<file path="config.mk">
export PLATFORM = sky130hd
export DESIGN_NAME = gsm_tree
export DESIGN_NICKNAME = d
export VERILOG_FILES = /design/src/rtl/gsm_pkg.sv /design/src/rtl/gsm_cell.sv
export SDC_FILE = /design/constraint.sdc
export NUM_CORES = 1
export LEC_CHECK = 0
export ABC_CLOCK_PERIOD_IN_PS = 27600
export BUFFER_PORTS_ARGS = -buffer_cell sky130_fd_sc_hd__buf_2
export CAP_MARGIN = 20
export CORE_UTILIZATION = 55
export DETAILED_ROUTE_END_ITERATION = 8
export MAX_ROUTING_LAYER = met4
export PLACE_DENSITY_LB_ADDON = 0.3
export SLEW_MARGIN = 20
export SYNTH_ARGS = -nofsm -noshare
export SYNTH_HDL_FRONTEND = slang
export SYNTH_SLANG_ARGS = --single-unit
export TNS_END_PERCENT = 50
</file>
<file path="constraint.sdc">
create_clock -name vclk -period 27.6
set_input_delay 4.14 -clock vclk [all_inputs]
set_output_delay 4.14 -clock vclk [all_outputs]
set_load 0.02 [all_outputs]
</file>
<file path="src/rtl/gsm_pkg.sv">
// Package of the grayscale morphology filter: sizes, register indexes, types.
// Depends on nothing.
`default_nettype none
package gsm_pkg;
  localparam int DefMaxWidth  = 4096;
  localparam int DefMaxRadius = 15;
  localparam int PixW = 8;

  typedef enum logic [1:0] {
    REG_LINE_WIDTH   = 2'd0,
    REG_FRAME_HEIGHT = 2'd1,
    REG_WINDOW_RADIUS = 2'd2,
    REG_FILTER_MODE  = 2'd3
  } reg_idx_t;

  // Steps of one pixel through the block.
  typedef enum logic [1:0] {
    ST_IDLE   = 2'd0,
    ST_COLUMN = 2'd1,
    ST_WINDOW = 2'd2
  } phase_t;

  function automatic logic [7:0] pick(input logic [7:0] a, input logic [7:0] b,
                                      input logic dil);
    if (dil) pick = (a > b) ? a : b;
    else     pick = (a < b) ? a : b;
  endfunction
endpackage
`default_nettype wire

</file>
<file path="src/rtl/gsm_cell.sv">
// One cell of the column chain and the balanced extreme tree of the filter.
// The tree depends on gsm_pkg; the cell depends on nothing.
`default_nettype none


module gsm_tree #(
  parameter int N = 31
) (
  input  wire logic [N*8-1:0] din,
  input  wire logic           dil,
  output logic [7:0]          dout
);
  import gsm_pkg::*;
  localparam int TreeN = 1 << $clog2(N);
  logic [7:0] node [TreeN];
  // Pairwise reduction keeps the depth at log2 of the input count.
  always_comb begin
    for (int i = 0; i < N; i++) node[i] = din[i*8 +: 8];
    for (int i = N; i < TreeN; i++) node[i] = dil ? 8'd0 : 8'd255;
    for (int s = 1; s < TreeN; s = s * 2)
      for (int i = 0; i + s < TreeN; i = i + 2 * s)
        node[i] = pick(node[i], node[i + s], dil);
    dout = node[0];
  end
endmodule
`default_nettype wire

</file>
* Yosys cells after proc, flatten, opt, wreduce, memory -nomap -nowiden
Cells that the tools add are included.
Storage, ports and cells: latch bits 0, RAM bits 0, bits in read-only memories 0, bits in registers 0, logic and storage cells 156, input port bits 249, memories kept 0
Operators by class: divide/modulo/power cells 0, bitwise logic cells 0, $add $sub $neg 0, shift-type cells 0, multipliers 0, muxes and demuxes 94, eq/ne operators 0, reductions and logical operators 0, order comparisons 62
Operators with widths (number):
- 8-bit 2-to-1 mux | 94
- 8-bit > comparator | 31
- 8-bit less-than comparator | 31

* Logic depth before layout (Yosys ltp)
depth after elaboration 16, depth in mapped cells 49, mapped depth without buffers 45

* Least setup slack after synthesis
OpenSTA, ideal clock, no wires.
kind in2out, from in din[137], to out dout[4], arrival 13.181 ns, cell stages on the path 44, setup slack 10.279 ns, path through inv_1 ha_1 nor2b_1 o211ai_2 a21oi_2 a2111oi_4 mux2i_4 mux2i_1 inv_1 ha_1 nor2b_1 o211ai_1 a21oi_1 a2111oi_2 mux2_2 buf_4 mux2i_1 ha_1 [... 8 more ...] ha_1 nor2b_1 o21ai_0 nand2b_1 a21oi_1 o21ai_0 mux2_1 clkbuf_1 a21bo_2 ha_1 a21o_1 a21o_1 a21oi_1 o21ai_0 mux2_2 nand2b_1 a211oi_1 a2111oi_2
On the way: word-level cells in the longest chain between the ends 15, elaborated cells on any way between the ends 25
Ends and longest elaborated chain:
- start, declared | RTL line gsm_cell.sv:9 | input wire logic [N*8-1:0] din,
- 8-bit less-than comparator / 8-bit > comparator (equally long branches) | RTL line gsm_pkg.sv:26, gsm_pkg.sv:25
- 8-bit 2-to-1 mux (on tied branches) | RTL line gsm_pkg.sv:26, gsm_pkg.sv:25
- 8-bit 2-to-1 mux (*) | RTL line gsm_pkg.sv:25 | if (dil) pick = (a > b) ? a : b;
- 8-bit less-than comparator / 8-bit > comparator (equally long branches) | RTL line gsm_pkg.sv:26, gsm_pkg.sv:25
- 8-bit 2-to-1 mux (on tied branches) | RTL line gsm_pkg.sv:26, gsm_pkg.sv:25
- 8-bit 2-to-1 mux (*) | RTL line gsm_pkg.sv:25
- 8-bit less-than comparator / 8-bit > comparator (equally long branches) | RTL line gsm_pkg.sv:26, gsm_pkg.sv:25
- 8-bit 2-to-1 mux (on tied branches) | RTL line gsm_pkg.sv:26, gsm_pkg.sv:25
- 8-bit 2-to-1 mux (*) | RTL line gsm_pkg.sv:25
- 8-bit less-than comparator / 8-bit > comparator (equally long branches) | RTL line gsm_pkg.sv:26, gsm_pkg.sv:25
- 8-bit 2-to-1 mux (on tied branches) | RTL line gsm_pkg.sv:26, gsm_pkg.sv:25
- 8-bit 2-to-1 mux (*) | RTL line gsm_pkg.sv:25
- 8-bit less-than comparator / 8-bit > comparator (equally long branches) | RTL line gsm_pkg.sv:26, gsm_pkg.sv:25
- 8-bit 2-to-1 mux (on tied branches) | RTL line gsm_pkg.sv:26, gsm_pkg.sv:25
- 8-bit 2-to-1 mux (*) | RTL line gsm_pkg.sv:25
- end, declared | RTL line gsm_cell.sv:11 | output logic [7:0] dout
Mark *: on every way between the ends. The rest lies on a longest branch, timed or not.

* Final worst setup path
from in dil, to out dout[2]
On the way: word-level cells in the longest chain between the ends 16, elaborated cells on any way between the ends 96
Ends and longest elaborated chain:
- start, declared | RTL line gsm_cell.sv:10 | input wire logic dil,
- 8-bit 2-to-1 mux | RTL line gsm_cell.sv:19 | for (int i = N; i < TreeN; i++) node[i] = dil ? 8'd0 : 8'd255;
- 8-bit less-than comparator / 8-bit > comparator (equally long branches) | RTL line gsm_pkg.sv:26, gsm_pkg.sv:25
- 8-bit 2-to-1 mux (on tied branches) | RTL line gsm_pkg.sv:26, gsm_pkg.sv:25
- 8-bit 2-to-1 mux | RTL line gsm_pkg.sv:25
- 8-bit less-than comparator / 8-bit > comparator (equally long branches) | RTL line gsm_pkg.sv:26, gsm_pkg.sv:25
- 8-bit 2-to-1 mux (on tied branches) | RTL line gsm_pkg.sv:26, gsm_pkg.sv:25
- 8-bit 2-to-1 mux | RTL line gsm_pkg.sv:25
- 8-bit less-than comparator / 8-bit > comparator (equally long branches) | RTL line gsm_pkg.sv:26, gsm_pkg.sv:25
- 8-bit 2-to-1 mux (on tied branches) | RTL line gsm_pkg.sv:26, gsm_pkg.sv:25
- 8-bit 2-to-1 mux | RTL line gsm_pkg.sv:25
- 8-bit less-than comparator / 8-bit > comparator (equally long branches) | RTL line gsm_pkg.sv:26, gsm_pkg.sv:25
- 8-bit 2-to-1 mux (on tied branches) | RTL line gsm_pkg.sv:26, gsm_pkg.sv:25
- 8-bit 2-to-1 mux | RTL line gsm_pkg.sv:25
- 8-bit less-than comparator / 8-bit > comparator (equally long branches) | RTL line gsm_pkg.sv:26, gsm_pkg.sv:25
- 8-bit 2-to-1 mux (on tied branches) | RTL line gsm_pkg.sv:26, gsm_pkg.sv:25
- 8-bit 2-to-1 mux (*) | RTL line gsm_pkg.sv:25
Marked as above.

==> flow_summary.json <==
{
  "route.detailed.drc": 0,
  "start_util_pct": 56.8,
  "drive_gt1_share_pct": 24.0,
  "gp_congestion": 0.940,
  "firstDrtPassIters": 5,
  "register_area_um2": 0,
  "row_count": 48,
  "yosysSeqAreaShare_pct": 0,
  "critPathArrivalTime_ns": 15.15,
  "cp_num_buf_inv": 5,
  "nClkBuffers": 0,
  "vias": 10100,
  "post-route-util_pct": 65.1,
  "die_h_um": 136,
  "worstMarginPinSlew_ns": 0.995,
  "status": "finished clean",
  "max_freq_ghz": 0.0518,
  "p_per_area_mw_per_mm2": 50.7,
  "core_area_mm2": 0.0175,
  "rsz0062_at_grt": "false",
  "synthDistinctLibCells": 67,
  "layout_commonest_cell": "buf_2",
  "first_global_vias": 9458,
  "antenna_found_initial": 0,
  "critPathMaxFanout": 56,
  "synth_warnings": 0,
  "area_growth_pct": 14.6,
  "ctsHoldBuffers": 0,
  "antennaDiodeCount": 0,
  "power.total_w": 0.000576,
  "endpoint_kind": "primary output",
  "grt_pass1_wl_um": 42200,
  "ant_nets": 0,
  "syn_avg_cell_area_um2": 7.87,
  "n_sequential_cell": 0,
  "critPathTopFamily": "compound AO/OA/AOI/OAI gates",
  "ir_worst_vdd_mv": 0.0382,
  "cap_viol_max_count": 0,
  "hold_viol_final": 0,
  "finalSetupViolations": 0,
  "port_buffers": 257,
  "p_leak_nw": 6.26,
  "crit_path_start_kind": "input port",
  "grt_start_max_net_pins": 57,
  "dp_hpwl_um": 22900,
  "io_pins": 257,
  "dieWidth_um": 136,
  "syn_nets": 1758,
  "cp_slowest_stage_delay_ns": 0.66,
  "cp.required_ns": 23.46,
  "min_period_ns": 19.29,
  "final_cell_mix": "256 x buf_2, 248 x ha_1, 190 x inv_1",
  "relSlewSlack_pct": 31.8,
  "tns_ns": 0,
  "routedWlPerCell_um": 15.0,
  "nets": 1994,
  "ctsResizeCount": 0,
  "hold_path_class": "input port to primary output",
  "groute.usage.overall_pct": 28.0,
  "synth_cells": 1261,
  "dieArea_mm2": 0.0186,
  "drt-vias-per-instance": 5.86,
  "post_cts.repair.setup_buffers": 0,
  "multi_input_area_mm2": 0.00907,
  "wirelength_um": 25900,
  "drt_iter0_markers": 352,
  "global_route.overflow_total": 0,
  "drv_slew": 0,
  "fin_cells": 1720,
  "syn-cell-area_mm2": 0.00993,
  "crit_type": "input port to primary output",
  "post-route-period-util_pct": 69.9,
  "crit_slowest_cell": "buf_4",
  "dp_cells": 1720,
  "fillers": 1554
}
-- path summary, 6_finish.rpt --
path / from / end / slack [ns] / cells after the start
worst max-delay path: dil / dout[2] / 8.31 / 45
worst min-delay path: din[13] / dout[5] / 9.06 / 6
-- tightest hold or removal path: stages --
cell and delay (ns):
buf_2 0.10, mux2i_1 0.09, o22ai_1 0.20, o21ai_0 0.11, o2111ai_1 0.09, buf_2 0.19
-- area by class of cell --
type	instances	share of cell area (%)
multi-input combinational	1044	79.8
timing repair buffer	258	11.4
inverter	193	6.37
tap	225	2.47
-- where the power goes --
| group | leakage [nW] | internal [W] | total (W) | switching, W |
|---|---|---|---|---|
| clock | 0 | 0 | 0 | 0 |
| combinational | 6.26 | 0.000243 | 0.000576 | 0.000333 |
| sequential | 0 | 0 | 0 | 0 |
| total | 6.26 | 0.000243 | 0.000576 | 0.000333 |
-- cell families after synthesis --
| family | synth area share, % |
|---|---|
| AO/OA/AOI/OAI | 26.6 |
| AND/OR/NAND/NOR | 13.6 |
| multiplexers | 20.0 |
| buffers and inverters | 8.60 |
| adder cells (fa/ha/maj) | 31.3 |
-- per-layer routing --
| metal | track usage (%) | vias up | share of wire [%] | routed length, µm |
|---|---|---|---|---|
| met1 | 34.9 | 4587 | 46 | 11900 |
| li1 | - | 5171 | - | - |
| met5 | - | - | 0 | 0 |
| met2 | 49.8 | 293 | 48 | 12300 |
| met4 | 5.93 | 0 | 2.0 | 530 |
| met3 | 0.932 | 34 | 4.2 | 1080 |
-- Yosys cell counts, types with 10 or more instances --
cell type    n  area share [%]
o21ai_0     69             3.5
ha_1       248              31
clkbuf_1    10            0.38
nand2b_1    10            0.63
inv_1      190             7.2
a2111oi_4   10             2.8
nor3_1      10            0.50
a21oi_1    116             5.8
nand4_1     60             3.8
nor2b_1     34             2.1
a21o_1      29             2.2
nor2_1      43             1.6
nand2_1     60             2.3
or2_2       10            0.63
o211ai_1    21             1.6
mux2i_1    139              14
mux2_2      17             1.9
a211oi_1    12            0.91
mux2i_4     11             2.5
o22ai_1     21             1.3
-- through the flow --
stage / instance area [µm²] / worst slack, ns / hold slack [ns]
global placement: 11400 / 8.74 / 9.06
finish: 11400 / 8.31 / 9.06
floorplan: 9930 / 10.28 / 8.73
detailed placement: 11400 / 8.49 / 9.04
global route: 11400 / 7.28 / 9.10
CTS: 11400 / 8.44 / 9.05
Note: power is estimated with default switching activity, not from simulation.
